===== config.mk =====
export PLATFORM = sky130hd
export DESIGN_NAME = masked_byte_pattern_search
export DESIGN_NICKNAME = d
export VERILOG_FILES = /design/src/hw/rtl/mbps_pkg.sv /design/src/hw/rtl/masked_byte_pattern_search.sv
export SDC_FILE = /design/constraint.sdc
export NUM_CORES = 2
export LEC_CHECK = 0
export CORE_AREA = 2 2 250 252
export CTS_CLUSTER_SIZE = 30
export DETAILED_ROUTE_END_ITERATION = 12
export DIE_AREA = 0 0 252 254
export DONT_BUFFER_PORTS = 1
export GPL_TIMING_DRIVEN = 0
export PLACE_DENSITY_LB_ADDON = 0.2
export SETUP_SLACK_MARGIN = 0.05
export SLEW_MARGIN = 30
export SYNTH_ARGS = -nofsm -noshare
export SYNTH_HDL_FRONTEND = slang
export SYNTH_SLANG_ARGS = --single-unit

===== constraint.sdc =====
create_clock -name clk_i -period 16.1 [get_ports clk_i]
set_clock_uncertainty 0.2 [all_clocks]
set_input_delay 3.22 -clock clk_i [delete_from_list [all_inputs] [get_ports clk_i]]
set_output_delay 3.22 -clock clk_i [all_outputs]
set_load 0.03 [all_outputs]

===== src/hw/rtl/mbps_pkg.sv =====
package mbps_pkg;

  localparam int unsigned PatternMaxDef  = 16;
  localparam int unsigned StreamLimitDef = 1024 * 1024 * 1024;

  // Fixed field widths
  localparam int unsigned AddrW   = 64;
  localparam int unsigned LenW    = 5;
  localparam int unsigned MaskW   = 16;
  localparam int unsigned OffW    = 30;
  localparam int unsigned CfgIdxW = 3;

  typedef enum logic [CfgIdxW-1:0] {
    CfgBaseAddress = 3'd0,
    CfgPatternLow  = 3'd1,
    CfgPatternHigh = 3'd2,
    CfgCareMask    = 3'd3,
    CfgPatternLen  = 3'd4
  } cfg_idx_e;

  typedef struct packed {
    logic [7:0] data_byte;
    logic       last_byte;
  } in_t;

  typedef struct packed {
    logic             found;
    logic [AddrW-1:0] match_address;
  } out_t;

endpackage


===== src/hw/rtl/masked_byte_pattern_search.sv =====
// Masked byte pattern search. One byte item is accepted per clock cycle while
// in_ready_o is high; the window shift, the masked compare at every pattern
// length and the address add all sit between the stream state registers and
// the result register, so the result for a region appears on out_valid_o in
// the cycle after its last byte is accepted. The result register decouples the
// two sides: in_ready_o drops only while a result is held and out_ready_i is
// low. Configuration is a plain write port (cfg_we_i, cfg_index_i,
// cfg_wdata_i); indexes beyond the register list are ignored.
module masked_byte_pattern_search #(
  parameter int unsigned PATTERN_MAX  = mbps_pkg::PatternMaxDef,
  parameter int unsigned STREAM_LIMIT = mbps_pkg::StreamLimitDef
) (
  input  logic                           clk_i,
  input  logic                           rst_ni,
  input  logic                           cfg_we_i,
  input  logic [mbps_pkg::CfgIdxW-1:0]   cfg_index_i,
  input  logic [mbps_pkg::AddrW-1:0]     cfg_wdata_i,
  input  logic                           in_valid_i,
  output logic                           in_ready_o,
  input  mbps_pkg::in_t                  in_data_i,
  output logic                           out_valid_o,
  input  logic                           out_ready_i,
  output mbps_pkg::out_t                 out_data_o
);

  // Count saturates at STREAM_LIMIT + 1
  localparam int unsigned CntW = $clog2(STREAM_LIMIT + 2);

  logic [mbps_pkg::AddrW-1:0] base_q, pat_lo_q, pat_hi_q;
  logic [mbps_pkg::MaskW-1:0] care_q;
  logic [mbps_pkg::LenW-1:0]  plen_q;

  logic [PATTERN_MAX-1:0][7:0] win_q, win_d;
  logic [CntW-1:0]             cnt_q, cnt_d;
  logic                        hit_q, hit_d;
  logic [mbps_pkg::OffW-1:0]   off_q, off_d;

  logic           out_valid_q;
  mbps_pkg::out_t out_q, out_d;

  logic [15:0][7:0]        pat;
  logic [mbps_pkg::LenW-1:0] len;
  logic [PATTERN_MAX:0]    match_vec;
  logic                    match_sel;
  logic [31:0]             cnt32, diff32;
  logic                    in_range;
  logic                    accept;

  assign in_ready_o = !out_valid_q || out_ready_i;
  assign accept     = in_valid_i && in_ready_o;

  assign pat = {pat_hi_q, pat_lo_q};
  assign len = (plen_q > mbps_pkg::LenW'(PATTERN_MAX)) ? mbps_pkg::LenW'(PATTERN_MAX) : plen_q;

  always_comb begin
    win_d[0] = in_data_i.data_byte;
    for (int k = 1; k < PATTERN_MAX; k++) begin
      win_d[k] = win_q[k-1];
    end
  end

  assign cnt_d    = (cnt_q <= CntW'(STREAM_LIMIT)) ? cnt_q + CntW'(1) : cnt_q;
  assign cnt32    = 32'(cnt_d);
  assign diff32   = cnt32 - 32'(len);
  assign in_range = cnt32 <= 32'(STREAM_LIMIT);

  // Match flag for every candidate length; pattern byte j aligns with the
  // byte L-1-j items back.
  always_comb begin
    match_vec[0] = 1'b1;
    for (int l = 1; l <= PATTERN_MAX; l++) begin
      match_vec[l] = 1'b1;
      for (int j = 0; j < l; j++) begin
        if (care_q[j] && (win_d[l-1-j] != pat[j])) begin
          match_vec[l] = 1'b0;
        end
      end
    end
  end

  always_comb begin
    match_sel = 1'b0;
    for (int l = 0; l <= PATTERN_MAX; l++) begin
      if (len == mbps_pkg::LenW'(l)) begin
        match_sel = match_vec[l];
      end
    end
  end

  always_comb begin
    hit_d = hit_q;
    off_d = off_q;
    if (!hit_q && in_range) begin
      if (len == '0) begin
        hit_d = 1'b1;
        off_d = '0;
      end else if ((cnt32 >= 32'(len)) && match_sel) begin
        hit_d = 1'b1;
        off_d = diff32[mbps_pkg::OffW-1:0];
      end
    end
  end

  always_comb begin
    out_d.found         = hit_d && (base_q != '0) && in_range;
    out_d.match_address = out_d.found
                          ? base_q + mbps_pkg::AddrW'(off_d) : '0;
  end

  always_ff @(posedge clk_i or negedge rst_ni) begin
    if (!rst_ni) begin
      base_q   <= '0;
      pat_lo_q <= '0;
      pat_hi_q <= '0;
      care_q   <= '0;
      plen_q   <= '0;
    end else if (cfg_we_i) begin
      case (cfg_index_i)
        mbps_pkg::CfgBaseAddress: base_q   <= cfg_wdata_i;
        mbps_pkg::CfgPatternLow:  pat_lo_q <= cfg_wdata_i;
        mbps_pkg::CfgPatternHigh: pat_hi_q <= cfg_wdata_i;
        mbps_pkg::CfgCareMask:    care_q   <= cfg_wdata_i[mbps_pkg::MaskW-1:0];
        mbps_pkg::CfgPatternLen:  plen_q   <= cfg_wdata_i[mbps_pkg::LenW-1:0];
        default: ;
      endcase
    end
  end

  always_ff @(posedge clk_i or negedge rst_ni) begin
    if (!rst_ni) begin
      win_q <= '0;
      cnt_q <= '0;
      hit_q <= 1'b0;
      off_q <= '0;
    end else if (accept) begin
      if (in_data_i.last_byte) begin
        // region done: start the next one clean
        win_q <= '0;
        cnt_q <= '0;
        hit_q <= 1'b0;
        off_q <= '0;
      end else begin
        win_q <= win_d;
        cnt_q <= cnt_d;
        hit_q <= hit_d;
        off_q <= off_d;
      end
    end
  end

  always_ff @(posedge clk_i or negedge rst_ni) begin
    if (!rst_ni) begin
      out_valid_q <= 1'b0;
    end else if (accept && in_data_i.last_byte) begin
      out_valid_q <= 1'b1;
    end else if (out_ready_i) begin
      out_valid_q <= 1'b0;
    end
  end

  always_ff @(posedge clk_i) begin
    if (accept && in_data_i.last_byte) begin
      out_q <= out_d;
    end
  end

  assign out_valid_o = out_valid_q;
  assign out_data_o  = out_q;

endmodule

* After elaboration in Yosys (flattened, before gate mapping)
Index checks and enable logic that the tools add are counted.
** Cells by class
- Shift operators :: 0
- Muxes and demuxes :: 167
- Reductions and logical operators :: 154
- Add/subtract/negate cells :: 3
- Div/mod/pow operators :: 0
- Order comparisons :: 4
- Eq/ne operators :: 156
- Bitwise logic cells :: 0
- Multiply operators :: 0
** Operators by type and width (count)
- $ne 8x8->1 :: 136
- $mux 1 :: 159
- $logic_and 1x1->1 :: 142
- $mux 120 :: 1
- $mux 30 :: 4
- $add 64x30->64 :: 1
- $reduce_bool 64->1 :: 1
- $le 31x31->1 const B :: 2
- $mux 31 :: 2
- $eq 5x4->1 const B :: 8
- $add 31x1->31 const B :: 1
- $ge 31x5->1 :: 1
- $sub 30x5->30 :: 1
- $eq 5x3->1 const B :: 4
- $eq 5x2->1 const B :: 2
- $reduce_and 2->1 :: 5
- $eq 3x2->1 const B :: 2
- $eq 5x1->1 const B :: 1
- $eq 5x5->1 const B :: 1
- $gt 5x5->1 const B :: 1
- $logic_not 5->1 :: 1
- $mux 5 :: 1
- $eq 3x1->1 const B :: 1
- $eq 3x3->1 const B :: 1
- other kinds (4) :: 5
** Storage, ports and cells
- Bits in latches :: 0
- Logic and storage cells :: 510
- RAM bits :: 0
- Register bits after elaboration :: 461
- ROM bits :: 0
- Memories :: 0

* Logic depth before layout (Yosys ltp)
- Word-level depth :: 26
- Depth in mapped cells :: 33

* Worst setup path after synthesis
No wires, ideal clock.
- Kind :: input -> register
- Start point :: input in_data_i[3] in the netlist's numbering
- End point :: register out_q, in the netlist out_data_o[37], data pin
- Setup time :: 0.255 ns
- Arrival time :: 8.273 ns
- Path buffers :: 4
- Slack :: 7.372 ns
- Data required time :: 15.645 ns
- Stages :: 25
- Path through :: clkbuf_1 -> buf_2 -> xnor2_1 -> nand4_1 -> o21ai_0 -> nand3_1 -> nor4_1 -> nor3_1 -> a211oi_1 -> o32a_1 -> nand4_1 -> buf_2 -> o2bb2ai_1 -> ha_1 -> a21o_1 -> a21o_1 -> a311o_1 -> o21ba_2 -> a311o_1 -> a41oi_1 -> o31ai_1 -> clkbuf_1 -> nand3_1 -> xor2_1 -> nor3_2
** Between the ends
- Longest elaborated chain between the ends :: 25
- Elaborated cells between the ends (all ways) :: 74
** RTL lines
- from (decl) :: line masked_byte_pattern_search.sv:20 : input mbps_pkg::in_t in_data_i,
- $ne 8x8->1 :: line masked_byte_pattern_search.sv:74 : if (care_q[j] && (win_d[l-1-j] != pat[j])) begin
- $logic_and 1x1->1 :: line masked_byte_pattern_search.sv:74
- $mux 1 :: line masked_byte_pattern_search.sv:74
- $mux 1 (15 in series) :: line masked_byte_pattern_search.sv:84 : if (len == mbps_pkg::LenW'(l)) begin
- $mux 1 * :: line masked_byte_pattern_search.sv:84
- $logic_and 1x1->1 * :: line masked_byte_pattern_search.sv:97 : end else if ((cnt32 >= 32'(len)) && match_sel) begin
- parallel branches: the longest is 5 deep, another holds $add 64x30->64
- to (signal assigned) :: line masked_byte_pattern_search.sv:163 : out_q <= out_d;
- to (decl) :: line masked_byte_pattern_search.sv:39 : mbps_pkg::out_t out_q, out_d;
Mark *: on every way between the ends.
A chain may end at the register's enable or synchronous reset.

* Worst setup path after layout
- Start point :: input in_data_i[8] in the netlist's numbering
- End point :: register out_q, in the netlist out_data_o[54], data pin
Same word-level chain as after synthesis.

==> impl_metrics.ini <==
[sta]
holdWs_ns = 0.290
setup_viol = 0
relSlewSlack_pct = -6.43
finalCriticalPeriod_ns = 11.72
finalSetupTns_ns = 0
rsz0062_at_grt = false
finalHoldViolations = 0
tightest_slew_ns = 1.60
clock.fmax_mhz = 85.3
drv_slew = 88
post-route-period-util_pct = 72.8

[clocking]
htree_levels = 2
clock_latency_ns = 0.64
cts_buffer_depth = 3
cts.clk_slew.worst_paths_ns = 0.06
cts_hold_buf = 0
numCtsBuffers = 52
cts_resized = 0
cts_setup_buffers = 0
cts_root_buf = clkbuf_16
clock-sinks = 461
cts_tree = done

[worst_setup_path]
worst_setup_path_start_kind = primary input
cp_max_fo = 10
crit_required_ns = 16.27
critical_path_arrival_ns = 11.89
endpoint_kind = flip-flop
reg2regPathDepth = 24
slowest_stage = o21ai_0
cp_slowest_stage_delay_ns = 0.87
critical_path_class = in2reg
cp_cell_sequence = clkbuf_1 -> buf_2 -> xnor2_1 -> nand4_1 -> o21ai_0 -> nand4_1 -> nor4_1 -> o32a_1 -> nand4_1 -> buf_2 -> o2bb2ai_1 -> ha_1 -> inv_1 -> fa_1 -> nor2b_1 -> o2111ai_1 -> a21boi_1 -> o211ai_1 -> a21boi_1 -> a211oi_1 -> or3_1 -> a2111oi_0 -> xnor2_1 -> nor3_2
crit_path_frequent_cell = nand4_1

[global_routing]
grt_pass1_wl_um = 223000
grt_use_total_pct = 48.9
grt_max_degree = 397
antenna_found_initial = 13
grt_pass1_vias = 30736
grt_remaining_overflow = 0

[yosys]
synth_common_cells = 1114 x xnor2_1, 396 x dfrtp_1, 334 x nand2_1, 328 x nand4_1, 281 x clkbuf_1
ys_seq_area_share_pct = 32.5
ys_types = 85
synth_edf_count = 65
synth_warnings = 0
syn_area_mm2 = 0.0365
synth_most_common_cell = xnor2_1
synth_top_area_share_pct = 27.1
synth.avg_cell_area_um2 = 9.24
async_flop_share_pct = 85.9
yosys.area.top_type = dfrtp_1
ys_ff_latch = 461
yosys-top-cells-area = dfrtp_1 27%, xnor2_1 27%, mux2_2 6.6%, nand4_1 5.6%, edfxtp_1 5.3%
syn_inst = 3949
syn-num-nets = 4068
ys.flop_type = dfrtp_1

[die]
die-area_mm2 = 0.0640
die_h_um = 254
rows = 91
core-area_mm2 = 0.0613
ios = 148
dieWidth_um = 252
start_util_pct = 59.6

[power_and_ir_drop]
p_per_area_mw_per_mm2 = 135
leakage_uw = 0.0138
peakVddDrop_v = 0.0000956

[worst_hold_path]
hold_depth = 2
hold_class = reg2reg

[place]
portBuffers = 0
hpwl_um = 114000
finalWeightedCongestion = 1.12

[finish]
synthToLayoutAreaGrowth_pct = 8.33
drive_gt1_share_pct = 12.4
fillers = 5247
multi_input_area_mm2 = 0.0226
seq_area_mm2 = 0.0119
final_nets = 4131

[routing]
wl_per_cell_um = 33.0
drt_iter0_markers = 4977
drt-total-wl_um = 160000
drt_pass1_iterations = 7
drc = 0
dr_total_vias = 33312
ant_nets = 0
viasPerCell = 6.86

[outcome]
status = complete, but fails checks
violations = slew limit

[flow_run]
maxCapViolCount = 0
-- stage by stage --
step	setup slack, ns	cells	util [%]	cell area, um^2	power [uW]
finish	4.38	4859	64.6	39500	5350
global route	4.46	4851	64.5	39500	5490
CTS	5.06	4842	64.4	39400	5220
detailed placement	4.46	4744	61.4	37600	3920
global placement	4.30	4739	61.2	37500	3890
floorplan	7.37	3949	-	36500	3230
-- flip-flops by register name, summed over array words and instances (netlist names) --
register	count
hit_q	1
cnt_q	31
pat_hi_q	64
plen_q	5
base_q	64
off_q	30
pat_lo_q	64
out_valid_o	1
out_data_o	65
care_q	16
win_d	120
-- layout make-up --
type | count | area share (%)
antenna | 13 | 0.0823
buffer | 450 | 4.93
clock buffer | 72 | 3.63
clock inverter | 26 | 0.984
inverter | 37 | 0.351
multi-input combinational | 3001 | 57.2
sequential | 461 | 30.0
tap | 790 | 2.50
timing repair buffer | 9 | 0.291
-- layout by cell type (no fill, tap or decap), types with 13 or more instances in the layout --
cell type,instances
buf_2,74
xnor2_1,1114
edfxtp_1,65
nand3_1,46
buf_1,74
o2bb2ai_1,30
clkbuf_16,52
o32ai_2,15
dfrtp_1,396
a21o_1,20
nor4_1,46
clkbuf_1,259
a21oi_1,46
xor2_1,81
diode_2,13
mux2_2,214
buf_6,20
and3_1,27
ha_1,37
nand2_1,334
inv_1,36
nor3_2,32
nand3b_1,124
o21a_1,13
o22ai_1,18
nand4_1,328
clkbuf_2,41
nor2_1,44
nor3_1,55
o31ai_1,21
o21ai_0,183
-- worst max-delay path, delay by kind of cell --
kind / cells / cell delay [ns]
adder cells (fa/ha/maj): 2 / 0.62
buffers and inverters: 4 / 1.73
AND/OR/NAND/NOR: 7 / 2.36
AO/OA/AOI/OAI: 9 / 3.52
XOR/XNOR: 2 / 0.41
-- metal layers --
layer / track usage, % / vias up / wire length, um
met5: 0 / - / 164
met1: 62.5 / 16260 / 59400
met4: 25.8 / 6 / 9810
met2: 69.0 / 2686 / 65500
li1: - / 13754 / -
met3: 21.9 / 606 / 25400
-- logic make-up (layout without fill, tap and decap cells) --
logic type | count (synthesis) | in the layout | share of synthesized area, %
adder cells (fa/ha/maj) | 38 | 38 | 1.32
XOR/XNOR | 1195 | 1195 | 28.7
AO/OA/AOI/OAI | 438 | 438 | 8.01
multiplexers | 219 | 219 | 6.74
flip-flops | 461 | 461 | 32.5
AND/OR/NAND/NOR | 1111 | 1111 | 17.2
other | 0 | 13 | 0
buffers and inverters | 487 | 594 | 5.54
-- power breakdown --
group	internal, uW	switching (uW)
clock network	771	535
registers	1380	192
logic	958	1520
-- worst paths after layout --
kind / startpoint / end / slack, ns
max in group asynchronous: rst_ni / win_d[107] / 12.33
worst max register to register: pat_lo_q[19] / out_data_o[54] / 6.43
min in group asynchronous: rst_ni / win_d[83] / 2.08
worst min register to register: win_d[122] / win_d[122] / 0.29
worst max-delay path: in_data_i[8] / out_data_o[54] / 4.38
worst min-delay path: win_d[122] / win_d[122] / 0.29
Power figures use the tool's default switching activity.
